`src/rtl/cbc_pkg.sv`:
```
// Shared types and constants of the cartridge bank controller.
// Used by cbc_map and cartridge_bank_controller; depends on nothing else.
package cbc_pkg;

  localparam int unsigned RomAddrWidth = 23;
  localparam int unsigned RamAddrWidth = 17;
  localparam int unsigned CfgIndexWidth = 2;
  localparam int unsigned CfgDataWidth = 23;

  localparam logic [CfgIndexWidth-1:0] CfgControllerType = 2'd0;
  localparam logic [CfgIndexWidth-1:0] CfgRomAddressMask = 2'd1;

  localparam logic [1:0] CtrlMbc1 = 2'd0;
  localparam logic [1:0] CtrlMbc3 = 2'd1;
  localparam logic [1:0] CtrlMbc5 = 2'd2;

  localparam logic [RomAddrWidth-1:0] RomMaskReset = 23'h7F_FFFF;
  localparam logic [3:0] RamEnableKey = 4'hA;

  typedef enum logic [1:0] {
    TargetNone = 2'd0,
    TargetRom  = 2'd1,
    TargetRam  = 2'd2,
    TargetCtrl = 2'd3
  } target_e;

  typedef enum logic {
    OpRead  = 1'b0,
    OpWrite = 1'b1
  } operation_e;

  typedef struct packed {
    operation_e  operation;
    logic [15:0] address;
    logic [7:0]  write_data;
  } req_t;

  typedef struct packed {
    target_e                 target;
    logic [RomAddrWidth-1:0] rom_address;
    logic [RamAddrWidth-1:0] ram_address;
    logic                    ram_write;
    logic                    ram_enabled;
  } resp_t;

  typedef struct packed {
    logic       ram_enable;
    logic [7:0] rom_bank_low;
    logic [1:0] rom_bank_high;
    logic [3:0] ram_bank;
    logic       banking_mode;
  } bank_state_t;

  localparam bank_state_t BankStateReset = '{
    ram_enable:    1'b0,
    rom_bank_low:  8'd1,
    rom_bank_high: 2'd0,
    ram_bank:      4'd0,
    banking_mode:  1'b0
  };

endpackage

```
`src/rtl/cbc_map.sv`:
```
// Combinational decode of one bus access: control register updates and
// physical ROM and RAM address mapping. Depends on cbc_pkg.
module cbc_map #(
  parameter int unsigned ROM_ADDRESS_BITS = 23,
  parameter int unsigned RAM_ADDRESS_BITS = 17
) (
  input  logic [1:0]                      ctrl_type_i,
  input  logic [cbc_pkg::RomAddrWidth-1:0] rom_mask_i,
  input  cbc_pkg::bank_state_t            state_i,
  input  cbc_pkg::req_t                   req_i,
  output cbc_pkg::bank_state_t            state_o,
  output cbc_pkg::resp_t                  resp_o
);

  localparam logic [cbc_pkg::RomAddrWidth-1:0] RomCut =
    cbc_pkg::RomAddrWidth'((24'(1) << ROM_ADDRESS_BITS) - 24'(1));
  localparam logic [cbc_pkg::RamAddrWidth-1:0] RamCut =
    cbc_pkg::RamAddrWidth'((18'(1) << RAM_ADDRESS_BITS) - 18'(1));

  logic [15:0] addr;
  logic [7:0]  data;
  logic        in_rom_area;
  logic        in_ram_area;
  logic        is_write;
  logic [6:0]  low_mbc3;
  logic [4:0]  low_mbc1;
  logic [cbc_pkg::RomAddrWidth-1:0] rom_phys;

  assign addr        = req_i.address;
  assign data        = req_i.write_data;
  assign is_write    = (req_i.operation == cbc_pkg::OpWrite);
  assign in_rom_area = ~addr[15];
  assign in_ram_area = (addr[15:13] == 3'b101);
  assign low_mbc3    = (data[6:0] == 7'd0) ? 7'd1 : data[6:0];
  assign low_mbc1    = (data[4:0] == 5'd0) ? 5'd1 : data[4:0];

  always_comb begin
    state_o = state_i;
    if (in_rom_area && is_write) begin
      if (addr[14:13] == 2'b00) begin
        state_o.ram_enable = (data[3:0] == cbc_pkg::RamEnableKey);
      end else begin
        case (ctrl_type_i)
          cbc_pkg::CtrlMbc5: begin
            if (addr[14:12] == 3'b010) begin
              state_o.rom_bank_low = data;
            end else if (addr[14:12] == 3'b011) begin
              state_o.rom_bank_high = {1'b0, data[0]};
            end else if (addr[14:13] == 2'b10) begin
              state_o.ram_bank = data[3:0];
            end
          end
          cbc_pkg::CtrlMbc3: begin
            if (!addr[14]) begin
              state_o.rom_bank_low  = {1'b0, low_mbc3};
              state_o.rom_bank_high = 2'd0;
            end else if (addr[13] == 1'b0) begin
              if (data < 8'd4) begin
                state_o.ram_bank = {2'b00, data[1:0]};
              end
            end
          end
          default: begin
            if (!addr[14]) begin
              state_o.rom_bank_low = {3'b000, low_mbc1};
            end else if (addr[13] == 1'b0) begin
              if (!state_i.banking_mode) begin
                state_o.rom_bank_high = data[1:0];
              end else begin
                state_o.ram_bank = {2'b00, data[1:0]};
              end
            end else begin
              state_o.banking_mode = data[0];
            end
          end
        endcase
      end
    end
  end

  always_comb begin
    if (!addr[14]) begin
      rom_phys = {9'd0, addr[13:0]};
    end else begin
      case (ctrl_type_i)
        cbc_pkg::CtrlMbc5: begin
          rom_phys = {state_i.rom_bank_high[0], state_i.rom_bank_low, addr[13:0]} & rom_mask_i;
        end
        cbc_pkg::CtrlMbc3: begin
          rom_phys = {2'b00, state_i.rom_bank_low[6:0], addr[13:0]};
        end
        default: begin
          rom_phys = {2'b00, state_i.rom_bank_high, state_i.rom_bank_low[4:0], addr[13:0]};
        end
      endcase
    end
  end

  always_comb begin
    resp_o             = '0;
    resp_o.ram_enabled = state_o.ram_enable;
    if (in_rom_area) begin
      if (is_write) begin
        resp_o.target = cbc_pkg::TargetCtrl;
      end else begin
        resp_o.target      = cbc_pkg::TargetRom;
        resp_o.rom_address = rom_phys & RomCut;
      end
    end else if (in_ram_area) begin
      resp_o.target      = cbc_pkg::TargetRam;
      resp_o.ram_address = {state_i.ram_bank, addr[12:0]} & RamCut;
      resp_o.ram_write   = is_write & state_i.ram_enable;
    end else begin
      resp_o.target = cbc_pkg::TargetNone;
    end
  end

endmodule

```
`src/rtl/cartridge_bank_controller.sv`:
```
// Top level of the cartridge bank controller (MBC1, MBC3 and MBC5 rules).
// Depends on cbc_pkg and cbc_map.
//
// A transaction accepted at one clock edge has its result in the output or
// skid register after that edge, and the control registers take their new
// values at the same edge, so a transaction may be accepted on every cycle
// that the input does not stall. A one-entry skid register behind the output
// register lets one further transaction in while a result is stalled; the
// input stalls only when both hold a result. The configuration port is
// always ready and should be written only while no transaction is in flight.
module cartridge_bank_controller #(
  parameter int unsigned ROM_ADDRESS_BITS = 23,
  parameter int unsigned RAM_ADDRESS_BITS = 17
) (
  input  logic                               clk_i,
  input  logic                               rst_ni,
  input  logic                               in_valid_i,
  output logic                               in_stall_o,
  input  cbc_pkg::req_t                      in_data_i,
  output logic                               out_valid_o,
  input  logic                               out_stall_i,
  output cbc_pkg::resp_t                     out_data_o,
  input  logic                               cfg_valid_i,
  output logic                               cfg_ready_o,
  input  logic [cbc_pkg::CfgIndexWidth-1:0]  cfg_index_i,
  input  logic [cbc_pkg::CfgDataWidth-1:0]   cfg_data_i
);

  logic [1:0]                       ctrl_type_q;
  logic [cbc_pkg::RomAddrWidth-1:0] rom_mask_q;
  cbc_pkg::bank_state_t             state_q;
  cbc_pkg::bank_state_t             state_d;
  cbc_pkg::resp_t                   resp;
  cbc_pkg::resp_t                   out_q;
  cbc_pkg::resp_t                   skid_q;
  logic                             out_valid_q;
  logic                             skid_valid_q;
  logic                             accept;
  logic                             pop;
  logic                             cfg_write;

  assign cfg_ready_o = 1'b1;
  assign cfg_write   = cfg_valid_i & cfg_ready_o;
  assign in_stall_o  = skid_valid_q;
  assign accept      = in_valid_i & ~in_stall_o;
  assign pop         = out_valid_q & ~out_stall_i;
  assign out_valid_o = out_valid_q;
  assign out_data_o  = out_q;

  cbc_map #(
    .ROM_ADDRESS_BITS (ROM_ADDRESS_BITS),
    .RAM_ADDRESS_BITS (RAM_ADDRESS_BITS)
  ) u_map (
    .ctrl_type_i (ctrl_type_q),
    .rom_mask_i  (rom_mask_q),
    .state_i     (state_q),
    .req_i       (in_data_i),
    .state_o     (state_d),
    .resp_o      (resp)
  );

  always_ff @(posedge clk_i or negedge rst_ni) begin
    if (!rst_ni) begin
      ctrl_type_q <= cbc_pkg::CtrlMbc1;
      rom_mask_q  <= cbc_pkg::RomMaskReset;
    end else if (cfg_write) begin
      if (cfg_index_i == cbc_pkg::CfgControllerType) begin
        ctrl_type_q <= cfg_data_i[1:0];
      end else if (cfg_index_i == cbc_pkg::CfgRomAddressMask) begin
        rom_mask_q <= cfg_data_i[cbc_pkg::RomAddrWidth-1:0];
      end
    end
  end

  always_ff @(posedge clk_i or negedge rst_ni) begin
    if (!rst_ni) begin
      state_q <= cbc_pkg::BankStateReset;
    end else if (accept) begin
      state_q <= state_d;
    end
  end

  always_ff @(posedge clk_i or negedge rst_ni) begin
    if (!rst_ni) begin
      out_valid_q  <= 1'b0;
      skid_valid_q <= 1'b0;
    end else begin
      if (skid_valid_q) begin
        if (pop) begin
          skid_valid_q <= 1'b0;
        end
      end else if (accept) begin
        if (!out_valid_q || pop) begin
          out_valid_q <= 1'b1;
        end else begin
          skid_valid_q <= 1'b1;
        end
      end else if (pop) begin
        out_valid_q <= 1'b0;
      end
    end
  end

  always_ff @(posedge clk_i) begin
    if (skid_valid_q) begin
      if (pop) begin
        out_q <= skid_q;
      end
    end else if (accept) begin
      if (!out_valid_q || pop) begin
        out_q <= resp;
      end else begin
        skid_q <= resp;
      end
    end
  end

endmodule

```
`config.mk`:
```
export PLATFORM = sky130hd
export DESIGN_NAME = cartridge_bank_controller
export DESIGN_NICKNAME = d
export VERILOG_FILES = /design/src/rtl/cbc_pkg.sv /design/src/rtl/cbc_map.sv /design/src/rtl/cartridge_bank_controller.sv
export SDC_FILE = /design/constraint.sdc
export NUM_CORES = 1
export LEC_CHECK = 0
export ABC_AREA = 0
export BUFFER_PORTS_ARGS = -buffer_cell sky130_fd_sc_hd__buf_4
export CORE_UTILIZATION = 62
export CTS_BUF_LIST = sky130_fd_sc_hd__clkbuf_8
export CTS_CLUSTER_SIZE = 20
export DETAILED_ROUTE_END_ITERATION = 12
export MAX_ROUTING_LAYER = met4
export PLACE_DENSITY = 0.87
export SLEW_MARGIN = 10
export SYNTH_ARGS = -nofsm -noshare
export SYNTH_HDL_FRONTEND = slang
export SYNTH_SLANG_ARGS = --single-unit
```
`constraint.sdc`:
```
create_clock -name clk_i -period 6.1 [get_ports clk_i]
set_input_delay 0.915 -clock clk_i [delete_from_list [all_inputs] [get_ports clk_i]]
set_output_delay 0.915 -clock clk_i [all_outputs]
set_load 0.01 [all_outputs]
```
# After elaboration in Yosys (flattened, before gate mapping)
# Cells that the tools add are included.
[totals]
ff_bits = 131
out_inout_bits = 47
word_cells = 119
inputBits = 55
[classes]
n_bitwise = 11
magnitude_cmp = 1
n_reduce_logical = 23
n_eq_ne = 23
n_mux = 42
[ops]
columns = ["cell", "count"]
rows = [
  ["$mux 44", 4],
  ["$mux 23", 3],
  ["$pmux 23 s2", 1],
  ["$mux 18", 2],
  ["$pmux 14 s2", 1],
  ["$mux 4", 6],
  ["$and 23x23->23", 1],
  ["$mux 16", 1],
  ["$mux 8", 2],
  ["$ne 2x1->1 const B", 8],
  ["$mux 15", 1],
  ["$mux 7", 2],
  ["$mux 6", 2],
  ["$reduce_and 12->1", 1],
  ["$reduce_and 3->1", 4],
  ["$reduce_and 6->1", 2],
  ["$mux 1", 10],
  ["$mux 10", 1],
  ["$mux 2", 5],
  ["$ne 2x2->1 const B", 5],
  ["$reduce_and 9->1", 1],
  ["$lt 8x3->1 const B", 1],
  ["$reduce_bool 2->1", 4],
  ["$logic_not 7->1", 1],
  ["17 further kinds", 31],
]

# Logic depth before layout (Yosys ltp)
[depth]
word_depth = 10
depth_mapped = 8
ltp_nobuf = 6

# Cells and area by module
# Synthesis repeated with hierarchy kept, for this count alone.
[unflattened]
hier_cells = 412
area_unflattened_um2 = 5899.4
[by_module_without_submodules]
columns = ["module", "area_each_um2", "cells_per_inst", "n_inst"]
rows = [
  ["cartridge_bank_controller", 4889.7, 239, 1],
  ["cbc_map", 1009.7, 173, 1],
]

# Least setup slack after synthesis
# Ideal clock, no wire load.
[synth_path]
path_kind = "input -> register"
startpoint = "input in_valid_i"
endpoint = "register out_q, in the netlist out_data_o[0] (enable)"
path_slack_ns = 2.315
stages = 3
t_arrival_ns = 3.325
cell_sequence = "nor2b_2 > a21oi_1 > a21oi_1"
[synth_between]
elab_chain_len = 3
[synth_rtl]
columns = ["item", "line", "rtl"]
rows = [
  ["start, declared", "cartridge_bank_controller.sv:17", "input logic in_valid_i,"],
  ["$and 1x1->1", "cartridge_bank_controller.sv:45", "assign accept = in_valid_i & ~in_stall_o;"],
  ["$reduce_bool 2->1 (no source line)", "-", ""],
  ["$reduce_and 3->1 (no source line)", "-", ""],
  ["end signal, assigned", "cartridge_bank_controller.sv:107", "out_q <= skid_q;"],
  ["end signal, assigned", "cartridge_bank_controller.sv:111", "out_q <= resp;"],
  ["end, declared", "cartridge_bank_controller.sv:34", "cbc_pkg::resp_t out_q;"],
]
# No other way between the ends.
# A chain may end at the register's enable or synchronous reset.

==> metrics.yaml <==
status: "finished with violations"
violations: "design-rule violations"
route.detailed.wl_per_inst_um: 19.4
gp_congestion: 0.875
synth_cell_type_count: 43
nets: 566
synth_fp_nets: 468
synth_async_sr_flop_share_pct: 32.8
track_usage_pct: 27.6
cap_violations: 0
vdd_drop_max_mv: 0.209
use_met3_pct: 4.80
postRouteAntennaNets: 0
period_share_pct: 44.7
fmaxAchievable_mhz: 366
regArea_um2: 3750
cts_buffer_depth: 2
max_slew_margin_pct: 20.9
fin_setup_tns_ns: 0
start_util_pct: 64.7
finalSetupViolCount: 0
ys_ff_latch: 131
vias: 3743
swShare_pct: 28.4
die_area_um2: 9630
p_comb_share_pct: 24.5
io_pins: 102
cts_tree: "built"
drt-pass1-iter-count: 10
setup_slack_ns: 3.37
critPathMaxFanout: 16
drc: 6
grt_util_met1_pct: 33.6
hold_path.class: "primary input to asynchronous set/reset pin"
p_per_area_nw_per_um2: 435
fillCellCount: 507
final.setup_skew_ns: 0.0125
required_ns: 6.29
clk_pin_slew_ns: 0.08
syn_to_final_growth_pct: 22.2
cp.arrival_ns: 2.91
multi_input_area_um2: 1830
cts_made_buffers: 17
rrSetupSlack_ns: 3.37
place_ws_ns: 3.36
use_met2_pct: 46.2
critPathCaptureType: "flip-flop"
power_switching_uw: 865
clkPwrFrac_pct: 28.3
synth_area_per_cell_um2: 14.0
num_antenna_cells: 0
cts_resized: 0
crit_type: "flip-flop to flip-flop"
rows: 34
die_w_um: 98.1
core_um2: 8850
drt_iter0_drc: 221
yosysSeqAreaShare_pct: 65.4
clock-sinks: 131
top_usage_layer: "met2"
leakagePower_uw: 0.00294
grt_pass1_wl_um: 19200
die_y_um: 98.1
first_global_vias: 3749
fin_crit_ns: 2.73
drv_slew: 0
p_int_uw: 2180
synth_edf_count: 88
yosys_warnings: 0
worstMarginPinSlew_ns: 1.18
synth_area_um2: 5730
start_kind: "flip-flop"
portBuffers: 100
grt_overflow: 0
wl_um: 12200
ctsHoldBuffers: 0
cts-root-buf: "clkbuf_8"
post_cts_buffers: 0
rsz0062_at_grt: "no"
clkLatencyLatePin_ns: 0.43
synth-main-ff-cell: "edfxtp_1"
dp_hpwl_um: 7810
drt-vias-per-instance: 5.95
antenna_found_initial: 0
drive_gt1_share_pct: 46.1
postSynthCellCount: 410
h-tree-depth: 4
grt_max_degree: 52
hold_viol: 0
power_frac_seq_pct: 47.2
through the flow:
step           total power (uW)  util (%)  hold WS [ns]  cells  area [um2]
6_report                   3040      79.1         0.468    629        7000
5_1_grt                    3160      79.1         0.503    629        7000
4_1_cts                    3050      79.1         0.479    629        7000
3_5_place_dp               2190      73.7         0.484    597        6530
3_3_place_gp               2150      73.7         0.470    597        6530
2_1_floorplan              1840         -         0.458    410        5730
flip-flops by register name, summed over array words and instances, names as in the netlist:
register,cells
skid_q,44
out_data_o,44
in_stall_o,1
out_valid_o,1
state_q,16
ctrl_type_q,2
rom_mask_q,23
final timing paths:
| path | to | cells past startpoint | start |
|---|---|---|---|
| max | out_data_o[20] | 5 | ctrl_type_q[0] |
| max reg2reg | out_data_o[20] | 5 | ctrl_type_q[0] |
| min | state_q[5] | 1 | rst_ni |
| min in group clk_i | state_q[6] | 1 | state_q[6] |
| max in group asynchronous | in_stall_o | 1 | rst_ni |
| min reg2reg | state_q[6] | 1 | state_q[6] |
routing by layer:
metal / routed length, um / up-vias
li1: - / 1692
met1: 4930 / 1867
met2: 6360 / 160
met3: 692 / 24
met4: 247 / 0
met5: 0 / -
final cells by class:
type	instances	area share, %
inverters	15	0.805
flip-flops and latches	131	53.6
repair buffers	101	10.8
well taps	108	1.93
clock inverters	15	3.41
multi-input cells	242	26.1
clock buffers	17	3.34
power by group through the flow:
| stage | Sequential [uW] | Combinational [uW] | Clock (uW) |
|---|---|---|---|
| final | 1440 | 744 | 862 |
| after global routing | 1460 | 797 | 903 |
| after CTS | 1440 | 748 | 866 |
| after detailed placement | 1450 | 737 | 0 |
| after global placement | 1440 | 710 | 0 |
| after floorplan | 1440 | 400 | 0 |
cells by family after synthesis:
kind of cell / after synthesis / share of synthesized area, %
flip-flops: 131 / 65.4
AND/OR/NAND/NOR: 114 / 10.4
multiplexers: 79 / 15.4
AO/OA/AOI/OAI: 45 / 5.09
buffers and inverters: 37 / 2.91
adder cells (fa/ha/maj): 3 / 0.655
other: 1 / 0.0655
critical path, stage by stage, from the launching register on:
cell	delay, ns
dfrtp_1	0.36
inv_1	0.08
ha_1	0.53
nor3_2	0.93
a21oi_1	0.24
mux2_2	0.34
Yosys cell counts (2+ instances only):
master     n  area (um2)
dfrtp_1   19         475
inv_1     15        56.3
mux2_2    73         822
dfstp_2   24         631
mux2i_1    5        50.1
clkbuf_1   6        22.5
nor3b_1    4        30.0
and3_1    27         169
nand2b_1   4        25.0
nand2_1   53         199
ha_1       3        37.5
a21oi_1   25         125
o41ai_1    4        35.0
buf_1      2        7.51
buf_2     10        50.1
nand3_2    2        20.0
nor3_1     4        20.0
edfxtp_1  88        2640
or3b_2     2        17.5
buf_4      4        30.0
nor2_1     6        22.5
o21ai_0    9        45.0
layout by cell type, fill, tap and decap left out, types with 2 or more instances in the layout:
cell type,instances
bufinv_16,6
nor3b_1,4
a21oi_1,24
o41ai_1,4
edfxtp_1,88
mux2i_1,5
nor2_1,6
mux2_2,73
and3_1,26
nor3_1,4
inv_1,17
buf_4,101
nand3_2,2
dfrtp_1,18
or3b_2,2
o21ai_0,9
clkinv_4,3
nand2_1,53
nand2b_1,4
dfstp_2,24
clkbuf_8,17
ha_1,3
(Power assumes the default switching activity.)
